File: src/design/crpc_pkg.sv
// ----------------------------------------------------------------------------
// crpc_pkg
// Types and constants shared by the rectangular/polar CORDIC converter.
// ----------------------------------------------------------------------------
package crpc_pkg;

  // Coordinate width of the ports and the fraction bits kept inside the rotator.
  localparam int unsigned COORD_WIDTH = 16;
  localparam int unsigned GUARD_BITS  = 8;

  // Rotator datapath: enough headroom for the CORDIC gain on a full-scale vector.
  localparam int unsigned XY_W  = COORD_WIDTH + GUARD_BITS + 4;
  localparam int unsigned ANG_W = 32;

  // Inverse CORDIC gain in Q20 and the final scaling shift.
  localparam int unsigned INV_GAIN_FRAC = 20;
  localparam logic signed [INV_GAIN_FRAC:0] INV_GAIN = 21'sd636751;
  localparam int unsigned SCALE_SHIFT = INV_GAIN_FRAC + GUARD_BITS;
  localparam int unsigned PROD_W = XY_W + INV_GAIN_FRAC + 1;

  // Angle constants in units of pi / 2^31.
  localparam logic [ANG_W-1:0] ANG_PI = {1'b1, {(ANG_W-1){1'b0}}};
  localparam logic [ANG_W-1:0] ANG_HALF_STEP = ANG_W'(1) << (ANG_W - 1 - COORD_WIDTH);

  // Function codes.
  localparam logic FUNC_TO_POLAR = 1'b0;
  localparam logic FUNC_TO_RECT  = 1'b1;

  // Arctangent of 2^-i, truncated, in units of pi / 2^31.
  localparam logic [ANG_W-1:0] ATAN_TAB [32] = '{
    32'h20000000, 32'h12E4051D, 32'h09FB385B, 32'h051111D4,
    32'h028B0D43, 32'h0145D7E1, 32'h00A2F61E, 32'h00517C55,
    32'h0028BE53, 32'h00145F2E, 32'h000A2F98, 32'h000517CC,
    32'h00028BE6, 32'h000145F3, 32'h0000A2F9, 32'h0000517C,
    32'h000028BE, 32'h0000145F, 32'h00000A2F, 32'h00000517,
    32'h0000028B, 32'h00000145, 32'h000000A2, 32'h00000051,
    32'h00000028, 32'h00000014, 32'h0000000A, 32'h00000005,
    32'h00000002, 32'h00000001, 32'h00000000, 32'h00000000
  };

  // Input word.
  typedef struct packed {
    logic                          func;
    logic signed [COORD_WIDTH-1:0] coord_a;
    logic signed [COORD_WIDTH-1:0] coord_b;
  } crpc_in_t;

  // Result word.
  typedef struct packed {
    logic signed [COORD_WIDTH:0]   out_first;
    logic signed [COORD_WIDTH-1:0] out_second;
  } crpc_out_t;

  // State carried from cell to cell along the rotator.
  typedef struct packed {
    logic                   func;
    logic                   zero;
    logic signed [XY_W-1:0] x;
    logic signed [XY_W-1:0] y;
    logic [ANG_W-1:0]       z;
  } crpc_rot_t;

endpackage

File: src/design/crpc_post.sv
// ----------------------------------------------------------------------------
// crpc_post
// Gain removal: registered multiply, then rounding, saturation and angle round.
// ----------------------------------------------------------------------------
module crpc_post (
  input  logic                clk_i,
  input  logic                rst_ni,
  input  logic                en_i,
  input  logic                valid_i,
  input  crpc_pkg::crpc_rot_t rot_i,
  output logic                valid_o,
  output crpc_pkg::crpc_out_t word_o
);
  import crpc_pkg::*;

  localparam int unsigned RND_W = PROD_W - SCALE_SHIFT;
  localparam logic signed [PROD_W-1:0] ROUND_HALF = PROD_W'(1) <<< (SCALE_SHIFT - 1);
  localparam logic signed [RND_W-1:0] FIRST_MAX  = RND_W'((2 ** COORD_WIDTH) - 1);
  localparam logic signed [RND_W-1:0] FIRST_MIN  = RND_W'(-(2 ** COORD_WIDTH));
  localparam logic signed [RND_W-1:0] SECOND_MAX = RND_W'((2 ** (COORD_WIDTH - 1)) - 1);
  localparam logic signed [RND_W-1:0] SECOND_MIN = RND_W'(-(2 ** (COORD_WIDTH - 1)));

  logic signed [PROD_W-1:0] prod_x_d;
  logic signed [PROD_W-1:0] prod_y_d;
  logic signed [PROD_W-1:0] prod_x_q;
  logic signed [PROD_W-1:0] prod_y_q;
  logic [ANG_W-1:0]         z_q;
  logic                     func_q;
  logic                     zero_q;
  logic                     valid_q;
  logic signed [PROD_W-1:0] sum_x;
  logic signed [PROD_W-1:0] sum_y;
  logic signed [RND_W-1:0]  rnd_x;
  logic signed [RND_W-1:0]  rnd_y;
  logic signed [RND_W-1:0]  first_lo;
  logic signed [RND_W-1:0]  first_sat;
  logic signed [RND_W-1:0]  second_sat;
  logic [ANG_W-1:0]         ang_rnd;

  // Multiply by the inverse gain.
  assign prod_x_d = rot_i.x * INV_GAIN;
  assign prod_y_d = rot_i.y * INV_GAIN;

  always_ff @(posedge clk_i or negedge rst_ni) begin
    if (!rst_ni) begin
      valid_q <= 1'b0;
    end else if (en_i) begin
      valid_q <= valid_i;
    end
  end

  always_ff @(posedge clk_i) begin
    if (en_i) begin
      prod_x_q <= prod_x_d;
      prod_y_q <= prod_y_d;
      z_q      <= rot_i.z;
      func_q   <= rot_i.func;
      zero_q   <= rot_i.zero;
    end
  end

  // Round half up, then drop the fraction.
  assign sum_x = prod_x_q + ROUND_HALF;
  assign sum_y = prod_y_q + ROUND_HALF;
  assign rnd_x = sum_x[PROD_W-1:SCALE_SHIFT];
  assign rnd_y = sum_y[PROD_W-1:SCALE_SHIFT];

  // Saturation; the magnitude never goes below zero.
  assign first_lo = (func_q == FUNC_TO_POLAR) ? '0 : FIRST_MIN;

  always_comb begin
    if (rnd_x < first_lo) begin
      first_sat = first_lo;
    end else if (rnd_x > FIRST_MAX) begin
      first_sat = FIRST_MAX;
    end else begin
      first_sat = rnd_x;
    end
    if (rnd_y < SECOND_MIN) begin
      second_sat = SECOND_MIN;
    end else if (rnd_y > SECOND_MAX) begin
      second_sat = SECOND_MAX;
    end else begin
      second_sat = rnd_y;
    end
  end

  // Angle rounded to the output step; +pi wraps to -pi.
  assign ang_rnd = z_q + ANG_HALF_STEP;

  always_comb begin
    word_o.out_first  = first_sat[COORD_WIDTH:0];
    word_o.out_second = second_sat[COORD_WIDTH-1:0];
    if (func_q == FUNC_TO_POLAR) begin
      word_o.out_second = ang_rnd[ANG_W-1 -: COORD_WIDTH];
      if (zero_q) begin
        word_o.out_first  = '0;
        word_o.out_second = '0;
      end
    end
  end

  assign valid_o = valid_q;

endmodule

File: config.mk
export PLATFORM = sky130hd
export DESIGN_NAME = crpc_post
export DESIGN_NICKNAME = d
export VERILOG_FILES = /design/src/design/crpc_pkg.sv /design/src/design/crpc_post.sv
export SDC_FILE = /design/constraint.sdc
export NUM_CORES = 2
export LEC_CHECK = 0
export BUFFER_PORTS_ARGS = -buffer_cell sky130_fd_sc_hd__clkbuf_2
export CAP_MARGIN = 30
export CORE_MARGIN = 1.5
export CORE_UTILIZATION = 33
export DETAILED_ROUTE_END_ITERATION = 10
export PLACE_DENSITY = 0.46
export SLEW_MARGIN = 20
export SYNTH_ARGS = -nofsm -noshare
export SYNTH_HDL_FRONTEND = slang
export SYNTH_SLANG_ARGS = --single-unit
File: constraint.sdc
create_clock -name clk_i -period 4.9 [get_ports clk_i]
set_input_delay 1.47 -clock clk_i [delete_from_list [all_inputs] [get_ports clk_i]]
set_output_delay 1.47 -clock clk_i [all_outputs]
set_load 0.005 [all_outputs]
* Word level (Yosys, flattened, before mapping) *
Cells that the tools add are included.

word-level totals
  bits of input ports = 94
  logic and storage cells = 22
  bits in registers = 133
  output and inout port bits = 34

cells by class
  $mul = 2
  add/subtract/negate cells = 3
  muxes and demuxes = 7
  order comparisons = 4

operators with widths
  cell                                                                                count
  49-bit by 29-bit adder with 49-bit output (second input constant)                   2
  28-bit by 21-bit multiplier with 49-bit output (second input constant)              2
  33-bit two-way mux                                                                  2
  17-bit two-way mux                                                                  2
  32-bit by 16-bit adder with 32-bit output (second input constant)                   1
  16-bit two-way mux                                                                  2
  21-bit by 16-bit greater-than comparator with 1-bit output (second input constant)  1
  21-bit by 17-bit greater-than comparator with 1-bit output (second input constant)  1
  21-bit by 16-bit < comparator with 1-bit output (second input constant)             1
  21-bit < comparator                                                                 1
  21-bit two-way mux                                                                  1

* Longest topological paths before layout *
  depth after elaboration = 6
  gate-level depth with buffers = 24

* Least setup slack after synthesis *
OpenSTA, ideal clock, no wires.

  kind = input port to flip-flop
  start = input rot_i[59] (netlist name)
  end = register prod_y_q[42], data pin
  path buffers = 1
  data arrival time = 7.507 ns
  cell stages on the path = 20
  setup slack = -2.867 ns
  setup time = 0.260 ns
  data required time = 4.640 ns
  path through = clkbuf_1 inv_1 fa_1 fa_1 inv_1 fa_1 fa_1 fa_1 inv_1 fa_1 inv_1 ha_1 nand3_2 nor3_2 or4b_1 a211oi_2 o21ai_1 a32oi_2 a41oi_1 xnor2_1

between the ends
  cells in the longest elaborated chain, start to end = 1

RTL lines
  element                                         RTL line         text
  start: declaration                              crpc_post.sv:10  input crpc_pkg::crpc_rot_t rot_i,
  28-bit by 21-bit multiplier with 49-bit output  crpc_post.sv:42  assign prod_y_d = rot_i.y * INV_GAIN;
  net prod_y_d[42]                                crpc_post.sv:24  logic signed [PROD_W-1:0] prod_y_d;
  end signal: assignment                          crpc_post.sv:55  prod_y_q <= prod_y_d;
  end: declaration                                crpc_post.sv:26  logic signed [PROD_W-1:0] prod_y_q;

The timed path passes the listed nets, and every way through them passes these cells.
A chain may end at the register's enable or synchronous reset.

* Final worst setup path *
  start = input rot_i[53] (netlist name)
  end = register prod_y_q[48], data pin

Same word-level chain as after synthesis.

==> run_results.csv <==
group,metric,value,unit
status,status,"finished, violations left",
status,violations,"negative setup slack",
global_routing,grt_pass1_wl,125000,um
clock_network,cts_made_buffers,9,
synthesis,synth_nets,3942,
synthesis,synth_cells,2788,
synthesis,yosysUniqueCellTypes,77,
floorplan,ioPinCount,128,
timing,slew_headroom,0.442,
cells_and_area,drive_above_1_share,0.330,
timing,period_share,1.41,
clock_network,htree_levels,3,
routing,first_pass_iters,4,
synthesis,yosys_warnings,0,
synthesis,ys_top_cells_by_area,"fa_1 (40%), ha_1 (22%), inv_1 (11%)",
synthesis,synth_edf_count,63,
synthesis,synth-xor-area-share,0.0590,
global_routing,grt_max_degree,34,
timing,worstMarginPinSlew,836,ps
setup_path,required,4980,ps
floorplan,die_h,294,um
place,gp_routability_congestion,0.874,
clock_network,ctsLongestPathBuffers,2,
clock_network,clk_latency,330,ps
timing,slew_violations,0,
min_path,hold_path_class,"flip-flop to flip-flop",
synthesis,synth_ff_type,"edfxtp_1",
floorplan,core,0.0837,sq mm
synthesis,muxShareOfSynthArea,0.00148,
timing,setup_viol,44,
synthesis,ys_async_sr_fraction,0.0156,
place,placed_cells,4515,
setup_path,crit_arrival,7000,ps
place,io_buffers,112,
synthesis,synth-simple-area-share,0.0523,
flow_run,drv_cap,0,
setup_path,path_class,"input port to flip-flop",
synthesis,yosysSeqAreaShare,0.0687,
synthesis,synth_top_area_frac,0.405,
synthesis,syn_avg_cell_area,10.0,sq um
synthesis,synth_largest_area_cell,"fa_1",
floorplan,die_w,294,um
timing,clock_skew,0,ps
timing,grt_setup_unrepaired,"yes",
clock_network,cts_tree,"done",
setup_path,cp-end-kind,"flip-flop",
clock_network,clk_pin_slew,50,ps
routing,vias_per_cell,4.51,
routing,detail_route.wl_per_cell,16.6,um
synthesis,synth-compound-area-share,0.0765,
floorplan,row_count,106,
routing,drc_errors,0,
global_routing,grt_pass1_vias,23200,
global_routing,grt_busiest_layer,"met2",
cells_and_area,fin_nets,4602,
global_routing,use_met3,0.00997,
routing,drt_wl_total,76100,um
timing,max_freq,144,MHz
global_routing,antenna_found_initial,0,
synthesis,synth-adder-area-share,0.627,
place,dp_hpwl,68300,um
clock_network,clock_sinks,64,
routing,drt_iter0_markers,582,
setup_path,critical_path.startpoint_type,"input port",
routing,vias,20700,
timing,setup_ws,-2030,ps
cells_and_area,syn2layout_area_growth,36.3,%
synthesis,ys_ff_latch,64,
cells_and_area,n_antenna_cell,0,
global_routing,use_met1,0.256,
global_routing,grt_use_total,0.183,
synthesis,synth_area,0.0279,sq mm
global_routing,grt_use_met2,0.316,
floorplan,dieArea,0.0863,sq mm
cells_and_area,stdcell_count,4587,
timing,period_minus_slack,6930,ps
routing,drtAntennaViolNets,0,
timing,fin_setup_tns,-78700,ps
floorplan,start_util,0.333,
setup_path,cp_max_fo,7,
synthesis,synth_top_family_by_area,"adder cells",
global_routing,overflow,0,
timing,hold_viol_final,0,
clock_network,cts-root-buf,"clkbuf_16",
metrics by stage:
step | hold slack (ps) | util | area (sq um) | worst slack [ps]
after global routing | 559 | 0.455 | 38000 | -2210
after global placement | 492 | 0.413 | 34600 | -2700
final | 508 | 0.455 | 38000 | -2030
after CTS | 515 | 0.441 | 36900 | -2160
after floorplan | 505 | - | 28700 | -2220
after detailed placement | 504 | 0.413 | 34600 | -2690
critical path, stage by stage:
cell	delay, ps
buf_12	110
buf_12	140
ha_4	270
inv_2	30
fa_1	490
inv_2	50
fa_1	560
fa_1	450
fa_1	510
fa_1	570
inv_1	70
fa_1	500
inv_2	50
ha_4	270
and4_4	240
nand3_4	110
o211ai_1	320
nor3b_4	100
buf_4	160
or2_4	270
a21oi_4	170
xor2_2	100
layout by cell type (no fill, tap or decap), types with 20 or more instances in the layout:
cell	count
nand2_1	71
edfxtp_1	63
nor2b_1	24
buf_4	499
ha_2	24
inv_1	764
a21oi_2	51
o21ai_0	36
clkbuf_16	20
inv_2	72
nor2_1	34
buf_6	34
xor2_2	20
ha_4	115
a21o_1	45
clkbuf_2	63
xor2_1	66
fa_2	37
a21oi_1	74
fa_1	527
ha_1	357
buf_12	23
nand3_1	29
xnor2_1	87
registers in the layout, indices dropped and copies added (netlist names):
register,cells
func_q,1
zero_q,1
prod_x_q,22
valid_o,1
prod_y_q,22
z_q,17
cell type report:
type	count	area, sq um
fill	7952	45600
multi-input combinational	1871	25600
timing repair buffer	664	5640
inverter	838	3150
sequential	64	1920
tap	1134	1420
clock buffer	15	298
clock inverter	1	7.51
cells by family (layout without fill, tap and decap cells):
kind of cell / Yosys count / count (layout)
adder cells (fa/ha/maj): 1060 / 1060
AO/OA/AOI/OAI: 340 / 340
buffers and inverters: 853 / 1518
AND/OR/NAND/NOR: 279 / 279
XOR/XNOR: 188 / 188
multiplexers: 4 / 4
flip-flops: 64 / 64
synth_stat cells (11+ instances only):
cell,instances
nor3_1,11
xnor2_1,101
inv_1,838
nor2_1,45
fa_1,564
nor2b_1,26
o21a_1,11
nand4_1,16
xor2_1,87
o21ai_0,59
nand2_1,82
edfxtp_1,63
nand3_1,38
and3_1,14
ha_1,496
a21oi_1,133
a21o_1,45
metal layers:
metal | wire length, um | up-vias
met5 | 0 | -
met4 | 1200 | 0
met3 | 1380 | 48
met2 | 37900 | 195
met1 | 35600 | 10500
li1 | - | 9997
worst paths after layout:
path / startpoint / end / slack, ps / depth (start not counted)
hold / removal: valid_o / valid_o / 510 / 1
setup / recovery: rot_i[53] / prod_y_q[48] / -2030 / 22
min in group asynchronous: rst_ni / valid_o / 900 / 1
max in group asynchronous: rst_ni / valid_o / 3920 / 1
setup reg to reg: valid_o / valid_o / 4160 / 1
hold reg to reg: valid_o / valid_o / 510 / 1
what timing repair did:
item / in CTS / in global routing
buffers inserted: 35 / 28
resized for setup: 345 / 242
pin swaps: 164 / 196
endpoints found under the setup margin: 59 / 60
hold buffers: 0 / 0
Power is not shown: default switching activity piles up to over one toggle a cycle in this logic, so the estimate is an artifact.
