## src/design/crpc_pkg.sv

```systemverilog
// ----------------------------------------------------------------------------
// crpc_pkg
// Types and constants shared by the rectangular/polar CORDIC converter.
// ----------------------------------------------------------------------------
package crpc_pkg;

  // Coordinate width of the ports and the fraction bits kept inside the rotator.
  localparam int unsigned COORD_WIDTH = 16;
  localparam int unsigned GUARD_BITS  = 8;

  // Rotator datapath: enough headroom for the CORDIC gain on a full-scale vector.
  localparam int unsigned XY_W  = COORD_WIDTH + GUARD_BITS + 4;
  localparam int unsigned ANG_W = 32;

  // Inverse CORDIC gain in Q20 and the final scaling shift.
  localparam int unsigned INV_GAIN_FRAC = 20;
  localparam logic signed [INV_GAIN_FRAC:0] INV_GAIN = 21'sd636751;
  localparam int unsigned SCALE_SHIFT = INV_GAIN_FRAC + GUARD_BITS;
  localparam int unsigned PROD_W = XY_W + INV_GAIN_FRAC + 1;

  // Angle constants in units of pi / 2^31.
  localparam logic [ANG_W-1:0] ANG_PI = {1'b1, {(ANG_W-1){1'b0}}};
  localparam logic [ANG_W-1:0] ANG_HALF_STEP = ANG_W'(1) << (ANG_W - 1 - COORD_WIDTH);

  // Function codes.
  localparam logic FUNC_TO_POLAR = 1'b0;
  localparam logic FUNC_TO_RECT  = 1'b1;

  // Arctangent of 2^-i, truncated, in units of pi / 2^31.
  localparam logic [ANG_W-1:0] ATAN_TAB [32] = '{
    32'h20000000, 32'h12E4051D, 32'h09FB385B, 32'h051111D4,
    32'h028B0D43, 32'h0145D7E1, 32'h00A2F61E, 32'h00517C55,
    32'h0028BE53, 32'h00145F2E, 32'h000A2F98, 32'h000517CC,
    32'h00028BE6, 32'h000145F3, 32'h0000A2F9, 32'h0000517C,
    32'h000028BE, 32'h0000145F, 32'h00000A2F, 32'h00000517,
    32'h0000028B, 32'h00000145, 32'h000000A2, 32'h00000051,
    32'h00000028, 32'h00000014, 32'h0000000A, 32'h00000005,
    32'h00000002, 32'h00000001, 32'h00000000, 32'h00000000
  };

  // Input word.
  typedef struct packed {
    logic                          func;
    logic signed [COORD_WIDTH-1:0] coord_a;
    logic signed [COORD_WIDTH-1:0] coord_b;
  } crpc_in_t;

  // Result word.
  typedef struct packed {
    logic signed [COORD_WIDTH:0]   out_first;
    logic signed [COORD_WIDTH-1:0] out_second;
  } crpc_out_t;

  // State carried from cell to cell along the rotator.
  typedef struct packed {
    logic                   func;
    logic                   zero;
    logic signed [XY_W-1:0] x;
    logic signed [XY_W-1:0] y;
    logic [ANG_W-1:0]       z;
  } crpc_rot_t;

endpackage

```

## src/design/crpc_pre.sv

```systemverilog
// ----------------------------------------------------------------------------
// crpc_pre
// Input stage: scales the coordinates and pre-rotates into the right half plane.
// ----------------------------------------------------------------------------
module crpc_pre (
  input  logic                clk_i,
  input  logic                rst_ni,
  input  logic                en_i,
  input  logic                valid_i,
  input  crpc_pkg::crpc_in_t  word_i,
  output logic                valid_o,
  output crpc_pkg::crpc_rot_t rot_o
);
  import crpc_pkg::*;

  logic signed [XY_W-1:0] a_ext;
  logic signed [XY_W-1:0] b_ext;
  logic [ANG_W-1:0]       ang_in;
  crpc_rot_t              rot_d;
  crpc_rot_t              rot_q;
  logic                   valid_q;

  // Sign extend and append the guard fraction bits.
  assign a_ext = {{(XY_W-COORD_WIDTH-GUARD_BITS){word_i.coord_a[COORD_WIDTH-1]}},
                  word_i.coord_a, {GUARD_BITS{1'b0}}};
  assign b_ext = {{(XY_W-COORD_WIDTH-GUARD_BITS){word_i.coord_b[COORD_WIDTH-1]}},
                  word_i.coord_b, {GUARD_BITS{1'b0}}};
  assign ang_in = {word_i.coord_b, {(ANG_W-COORD_WIDTH){1'b0}}};

  // Pre-rotation by pi where the vector or the angle lies in the left half plane.
  always_comb begin
    rot_d.func = word_i.func;
    rot_d.zero = 1'b0;
    rot_d.x    = a_ext;
    rot_d.y    = b_ext;
    rot_d.z    = '0;
    if (word_i.func == FUNC_TO_POLAR) begin
      rot_d.zero = (word_i.coord_a == '0) && (word_i.coord_b == '0);
      if (word_i.coord_a[COORD_WIDTH-1]) begin
        rot_d.x = -a_ext;
        rot_d.y = -b_ext;
        rot_d.z = ANG_PI;
      end
    end else begin
      rot_d.y = '0;
      rot_d.z = ang_in;
      // Angle in [pi/2, 3pi/2): negate the magnitude and turn the angle by pi.
      if (ang_in[ANG_W-1] ^ ang_in[ANG_W-2]) begin
        rot_d.x = -a_ext;
        rot_d.z = ang_in ^ ANG_PI;
      end
    end
  end

  // Stage valid.
  always_ff @(posedge clk_i or negedge rst_ni) begin
    if (!rst_ni) begin
      valid_q <= 1'b0;
    end else if (en_i) begin
      valid_q <= valid_i;
    end
  end

  // Stage payload.
  always_ff @(posedge clk_i) begin
    if (en_i) begin
      rot_q <= rot_d;
    end
  end

  assign valid_o = valid_q;
  assign rot_o   = rot_q;

endmodule

```

## config.mk

```make
export PLATFORM = sky130hd
export DESIGN_NAME = crpc_pre
export DESIGN_NICKNAME = d
export VERILOG_FILES = /design/src/design/crpc_pkg.sv /design/src/design/crpc_pre.sv
export SDC_FILE = /design/constraint.sdc
export NUM_CORES = 1
export LEC_CHECK = 0
export BUFFER_PORTS_ARGS = -buffer_cell sky130_fd_sc_hd__buf_2
export CAP_MARGIN = 10
export CORE_MARGIN = 4
export CORE_UTILIZATION = 35
export CTS_BUF_LIST = sky130_fd_sc_hd__clkbuf_8
export CTS_CLUSTER_SIZE = 28
export DETAILED_ROUTE_END_ITERATION = 10
export SYNTH_ARGS = -nofsm -noshare
export SYNTH_HDL_FRONTEND = slang
export SYNTH_SLANG_ARGS = --single-unit
```

## constraint.sdc

```tcl
create_clock -name clk_i -period 0.8 [get_ports clk_i]
set_input_delay 0.16 -clock clk_i [delete_from_list [all_inputs] [get_ports clk_i]]
set_output_delay 0.16 -clock clk_i [all_outputs]
set_load 0.01 [all_outputs]
```

; ---- Word level (Yosys, flattened, before mapping)
; Index checks and enable logic that the tools add are counted.
; Widths: inputs -> output; s select.
[word_totals]
wordCells = 20
register_bits = 91
[classes]
reduce_logical = 4
n_addsub = 2
bitwise = 3
n_mux = 4
[ops]
columns = op, n
row1 = $mux 88, 2
row2 = $neg 24->28, 2
row3 = $logic_not 16->1, 2
row4 = $mux 32, 1
row5 = $mux 28, 1
row6 = $not 1->1, 2
row7 = $reduce_or 2->1, 1
row8 = $logic_and 1x1->1, 1
row9 = $xor 1x1->1, 1

; ---- Depth between registers and ports, before layout
; Gate-level depths: netlist of the first run.
[logic_depth]
word_depth = 3
depth_mapped = 8

; ---- Worst setup path before layout of the first run
; No wires, ideal clock.
[synth_path]
path_kind = input port to flip-flop
start = input word_i[22] in the netlist's numbering
end = register rot_q (netlist bit rot_o[85]), data pin
setup_slack_ns = -1.162
setup_time_ns = 0.260
path_stages = 6
arrival_ns = 1.702
required_time_ns = 0.540
path_cell_list = or4_1 nor3_1 and3_1 ha_1 a21oi_1 mux2_2
[synth_rtl]
columns = element, line_no
row1 = from (decl), crpc_pre.sv:10  ; input crpc_pkg::crpc_in_t word_i,
row2 = to (signal assigned), crpc_pre.sv:67  ; rot_q <= rot_d;
row3 = to (decl), crpc_pre.sv:20  ; crpc_rot_t rot_q;

; ---- Worst setup path in the final report of the first run
[layout_path]
start = input word_i[1] in the netlist's numbering
end = register rot_q (netlist bit rot_o[53]), data pin
[layout_via]
elab_chain_cells = 2
[layout_rtl]
columns = element, line_no
row1 = $neg 24->28, crpc_pre.sv:41  ; rot_d.y = -b_ext;
row2 = $mux 88, crpc_pre.sv:39  ; if (word_i.coord_a[COORD_WIDTH-1]) begin
; Every way passes these cells.
; A chain may end at the register's enable or synchronous reset.

==> run metrics, run 1 <==
run status=finished, violations left; failing checks=negative setup slack; R2R depth=1; Peak VDD IR=between 0.9 and 1 mV; area leader, netlist=edfxtp_1; fmax=just over 600 MHz; CTS sink cnt=59; clk_skew=0 ps; Final Hold Vio Count=0; Syn Area/Cell=about 12 sq um; Hold Startpoint=valid_i; ys async rst share=~1.7%; Nets=between 400 and 500; H-tree levels=3; clk buf depth=2; RR Startpoint=valid_o; Yosys warning total=0; Starting Density=a little over a third; DIE HEIGHT=between 100 and 150 um; critical path fanouts, max=3; global-route wire length before repair=~13000 um; RSZ-0062 raised after global routing=true; io pins=between 100 and 150; synth unique cells=43; DR WL/cell=~15 um; commonest cells in the netlist=58 x edfxtp_1, 32 x buf_4, 32 x nor2_1; Reg2Reg Setup Slack=about 60 ps; Reg clk slew, reported paths=around 70 ps; Pleak=~2.3 nW; Core ar.=0.00881 sq mm; filler cell count in the final layout=just over 700; Die Area=about 0.011 sq mm; Setup TNS Final=-31100 ps; clk_lat worst skew=around 330 ps; root buf cell=clkbuf_8; largest net degree at the start of global routing=34; antenna violations before repair=0; final setup fails=96; Overflow after GRT=0; total power=~8.4 mW; drt first pass iters=4; CP startpoint kind=input port; Detail Route Antenna Nets=0; final WL=about 8100 um; Routability Congestion=0.764; Top FF cell, synth=edfxtp_1; Via Count=between 2000 and 3000; die width=between 100 and 150 um; vias per inst=4.57; Worst Hold Class=input port to flip-flop; FF+latch count, synth=59; TritonCTS clock tree=done; CP endpoint kind=flip-flop; period utilization=201%; Slowest-stage cell, CP=or4_4; Num CTS Buffers=9; Crit Reg-Reg Endpoint=valid_o; Worst path max stage delay=520 ps; Syn-to-layout area delta=60.5%; Buf+Inv Stages, Crit Path=1; pins over their slew limit=0; Total GRT Usage=between 10 and 15%; most common cell in the netlist=edfxtp_1; worst path arrival time=about 1700 ps; synth top area cells=edfxtp_1 54%, buf_4 7.5%, xor2_1 5.5%, nor2_1 3.8%, ha_1 3.1%; Critical Path RT=about 900 ps; fin crit period=1610 ps; Mapped Area=0.00320 sq mm; worst hold endpoint=valid_o; Seq/Total Area, Yosys=roughly 55%; crit-path cells=buf_12 -> or4_4 -> or2_4 -> o41a_1 -> mux2_4; EDFF count, synth=slightly below 60; vias in the first global route=2550; Ant. Diodes=0; layout cells sized above 1=approximately 57%; Setup Crit Path Kind=input port to flip-flop; max cap viols=0; row cnt=34; CP top delay family=simple AND/OR/NAND/NOR gates; Post-route DRC=0; Syn Inst Count=between 200 and 300; Hold Path Stages=2; Final HPWL DP=between 5000 and 6000 um; PnR worst setup slack=-808 ps; Synth top area share=around 54%; power per cell area=between 1500 and 2000 mW/mm^2; number of port buffers=95; drt initial violations=107
sequential cells by signal, indices dropped and copies added (netlist names):
| register | flops |
|---|---|
| rot_o | 58 |
| valid_o | 1 |
cell type report:
| class | instances | area [sq um] | share of cell area (%) |
|---|---|---|---|
| Tap cell | 108 | 135 | 2.63 |
| Sequential cell | 59 | 1770 | 34.4 |
| Clock inverter | 7 | 61.3 | 1.20 |
| Clock buffer | 9 | 124 | 2.41 |
| Timing Repair Buffer | 170 | 1300 | 25.3 |
| Inverter | 12 | 105 | 2.05 |
| Multi-Input combinational cell | 189 | 1640 | 32.0 |
cells in the final DEF, fill, tap and decap left out, types with 3 or more instances in the layout:
master	n
or4_4	4
clkbuf_8	9
buf_4	51
nor2_2	3
xnor2_1	4
inv_1	7
xor2_1	19
a21oi_2	8
mux2_4	4
clkinv_2	3
nor2_4	5
o41ai_4	4
o31ai_4	3
buf_12	10
a21oi_1	9
edfxtp_1	58
conb_1	32
and2_1	14
or2_2	3
buf_8	3
nor2_1	24
nor3_1	3
ha_4	3
inv_12	3
buf_6	18
buf_2	86
mux2i_1	3
ha_1	5
layer usage:
metal | vias to the layer above | share of wire (%) | global-route usage [%]
li1 | 1249 | - | -
met1 | 1191 | 41 | 17.8
met2 | 86 | 51 | 25.0
met3 | 6 | 7.3 | 4.91
met4 | 0 | 1.1 | 5.13
met5 | - | 0 | 0
metrics by stage:
stage                     area (sq um)  util [%]  cells  hold WS, ps  setup WS [ps]
after global routing              5130      58.3    554         45.4           -894
after floorplan                   3670         -    303         -136          -1010
after CTS                         4920      55.9    545         44.3           -797
final                             5130      58.3    554         55.2           -808
after detailed placement          4390      49.8    523        -63.9          -1260
after global placement            4390      49.8    523        -65.5          -1250
cell families after synthesis:
group	synth area share, %
muxes	3.44
buffers and inverters	10.8
AOI/OAI and AO/OA	6.69
xor gates and xnor gates	6.85
and+or+nand+nor	13.7
adders and majority gates	3.13
DFF	55.3
other	0.117
repair_timing:
item	CTS	global route
gates resized for setup	63	34
hold endpoints to repair	1	0
hold buffers	1	0
gates cloned	0	1
setup buffers	7	13
pin swaps	35	25
setup endpoints to repair	99	99
worst max path at each step:
stage          startpoint        end  slack, ps  depth (start not counted)
3_3_place_gp    word_i[1]  rot_o[53]      -1250                          5
5_1_grt        word_i[21]  rot_o[83]       -890                          9
3_5_place_dp    word_i[1]  rot_o[53]      -1260                          5
4_1_cts        word_i[17]  rot_o[87]       -800                          7
2_1_floorplan   word_i[1]  rot_o[53]      -1010                          4
6_report        word_i[1]  rot_o[53]       -810                          5
power by group:
group	switching, mW	internal, mW	total (mW)
registers	0.0695	3.75	3.82
clock network	1.22	1.40	2.62
logic	1.02	0.939	1.96
No activity file was read; power rests on OpenSTA's default activity.
==> run 2, diff against run 1 <==
--- a/config.mk
+++ b/config.mk
@@ -5,6 +5,7 @@
 export SDC_FILE = /design/constraint.sdc
 export NUM_CORES = 1
 export LEC_CHECK = 0
+export ABC_AREA = 1
 export BUFFER_PORTS_ARGS = -buffer_cell sky130_fd_sc_hd__buf_2
 export CAP_MARGIN = 10
 export CORE_MARGIN = 4
==> run metrics, run 2 <==
Mapped Area=0.00352 sq mm (+10%); clk_lat worst skew=330 ps (about the same); root buf cell=clkbuf_8; Peak VDD IR=0.868 mV (-8.6%); Routability Congestion=0.801 (+4.8%); largest net degree at the start of global routing=26 (-24%); synth unique cells=35 (-19%); fin crit period=1140 ps (-469 ps); commonest non-fill, non-tap cell in the layout=buf_2; final setup fails=94 (-2.1%); H-tree levels=3 (unchanged); Top FF cell, synth=edfxtp_1; power per cell area=1700 mW/mm^2 (+3.6%); worst path arrival time=1310 ps (-390 ps); area leader, netlist=edfxtp_1; CP startpoint kind=input port; Pleak=2.57 nW (+13%); io pins=128 (unchanged); Buf+Inv Stages, Crit Path=2 (+1); CP endpoint kind=flip-flop; Nets=584 (+20%); pre-CTS setup slack=-789 ps (+469 ps); Die Area=0.0117 sq mm (+9.3%); Post-Layout Cell Count=677 (+22%); commonest cells in the netlist=64 x nand2_1, 58 x edfxtp_1, 49 x inv_1; Worst Hold Class=input port to flip-flop; Starting Density=36.0% (-0.31 points); Setup Crit Path Kind=input port to flip-flop; vias in the first global route=2998 (+18%); CTS sink cnt=59 (unchanged); max cap viols=0 (unchanged); period utilization=142% (-59 points); Overflow after GRT=0 (unchanged); most common cell in the netlist=nand2_1; DR WL/cell=13.1 um (-11%); number of port buffers=95 (unchanged); TritonCTS clock tree=done; dpl cells=644 (+23%); total power=9.43 mW (+12%); drt first pass iters=6 (+2); Syn Area/Cell=9.61 sq um (-18%); crit-path cells=buf_8 -> nor3_4 -> nand2_2 -> nor2_4 -> inv_2 -> nor3_2 -> ha_1 -> o211ai_1; Syn-to-layout area delta=57.9%; failing checks=negative setup slack; global-route wire length before repair=14000 um (+9.6%); Core ar.=0.00977 sq mm (+11%); final WL=8870 um (+9.3%); Setup TNS Final=-17540 ps (+13560 ps); FF+latch count, synth=59 (unchanged); layout cells sized above 1=54.6% (-1.9 points); Synth top area share=49.5% (-5.0 points); RSZ-0062 raised after global routing=true; Final HPWL DP=6420 um (+12%); clk buf depth=2 (unchanged); Ant. Diodes=0 (unchanged); Total GRT Usage=15.3% (+0.41 points); max reg flops=58 (unchanged); fmax=878 MHz (+41%); row cnt=36 (+5.9%); die width=108 um (+4.5%); Final Hold Vio Count=0 (unchanged); Syn Inst Count=366 (+35%); final core utilization=56.8% (-1.4 points); antenna violations before repair=1 (+1); critical path fanouts, max=3 (unchanged); Num CTS Buffers=9 (unchanged); DIE HEIGHT=108 um (+4.5%); EDFF count, synth=58 (unchanged); Reg clk slew, reported paths=70 ps (about the same); Slowest-stage cell, CP=ha_1; most frequent cells in the layout=81 x buf_2, 59 x buf_4, 58 x edfxtp_1; PnR worst setup slack=-339 ps (+469 ps); Yosys warning total=0 (unchanged); Post-route DRC=0 (unchanged); Critical Path RT=970 ps (+80 ps); Detail Route Antenna Nets=0 (unchanged); drt initial violations=66 (-38%); CP top delay family=simple AND/OR/NAND/NOR gates; Via Count=2972 (+17%); clk_skew=0 ps (unchanged); pins over their slew limit=0 (unchanged); Seq/Total Area, Yosys=50.2% (-5.1 points); Worst path max stage delay=250 ps (-270 ps); ys async rst share=1.69% (unchanged); vias per inst=4.39 (-3.9%); synth top area cells=edfxtp_1 50%, buf_4 7.3%, nand2_1 6.8%, inv_1 5.2%, nor2_1 3.2%; run status=finished, violations left
==> run 2: layout make-up <==
| type | count | area [sq um] |
|---|---|---|
| multi-input cells | 244 | 1840 |
| repair buffers | 169 | 1250 |
| flip-flops and latches | 59 | 1770 |
| clock buffers | 9 | 124 |
| inverters | 56 | 273 |
| well taps | 133 | 166 |
| clock inverters | 7 | 131 |
| fillers | 873 | 4220 |
==> run 2: logic make-up (layout without fill, tap and decap cells) <==
family | after synthesis | in the layout | share of synthesized area, %
simple gates | 150 | 153 | 23.3
buf+inv | 97 | 241 | 14.6
flops | 59 | 59 | 50.2
compound gates | 43 | 43 | 6.90
fa+ha+maj | 8 | 8 | 2.85
xor+xnor | 7 | 7 | 1.74
other cells | 1 | 32 | 0.107
mux | 1 | 1 | 0.320
==> run 2: power by group <==
group | internal (mW) | total [mW] | switching (mW)
Combinational | 0.903 | 2.06 | 1.16
Clock | 2.35 | 3.56 | 1.20
Sequential | 3.74 | 3.81 | 0.0732
Total | 6.99 | 9.43 | 2.43
==> run 2: worst paths after layout <==
kind                                 start  slack (ps)   endpoint  cells after the start
max in group asynchronous           rst_ni         580    valid_o                      2
worst min-delay path            word_i[16]          30  rot_o[68]                      1
worst max-delay path            word_i[18]        -340  rot_o[85]                      8
worst max register to register     valid_o          60    valid_o                      1
min in group asynchronous           rst_ni         140    valid_o                      2
worst min register to register     valid_o         510    valid_o                      1
==> run 2: timing repair <==
item                       4_1_cts  5_1_grt
hold buffers                     1        0
cloned                           3        0
hold endpoints to repair         1        0
setup buffers                    9        4
pin swaps                       42       29
setup endpoints to repair       96       98
gates resized for setup         76       46
==> run 2: metal layers <==
layer	share of wire [%]	vias up	global-route usage [%]
li1	-	1493	-
met1	39	1364	17.9
met2	52	98	27.5
met3	6.9	15	4.54
met4	1.4	2	3.52
met5	0.15	-	0
==> run 2: stage by stage <==
stage	area, sq um	hold WS (ps)
after floorplan	3850	-136
after global placement	4670	-64.7
after CTS	5330	10.5
final	5560	26.3
after detailed placement	4670	-64.9
after global routing	5560	1.66
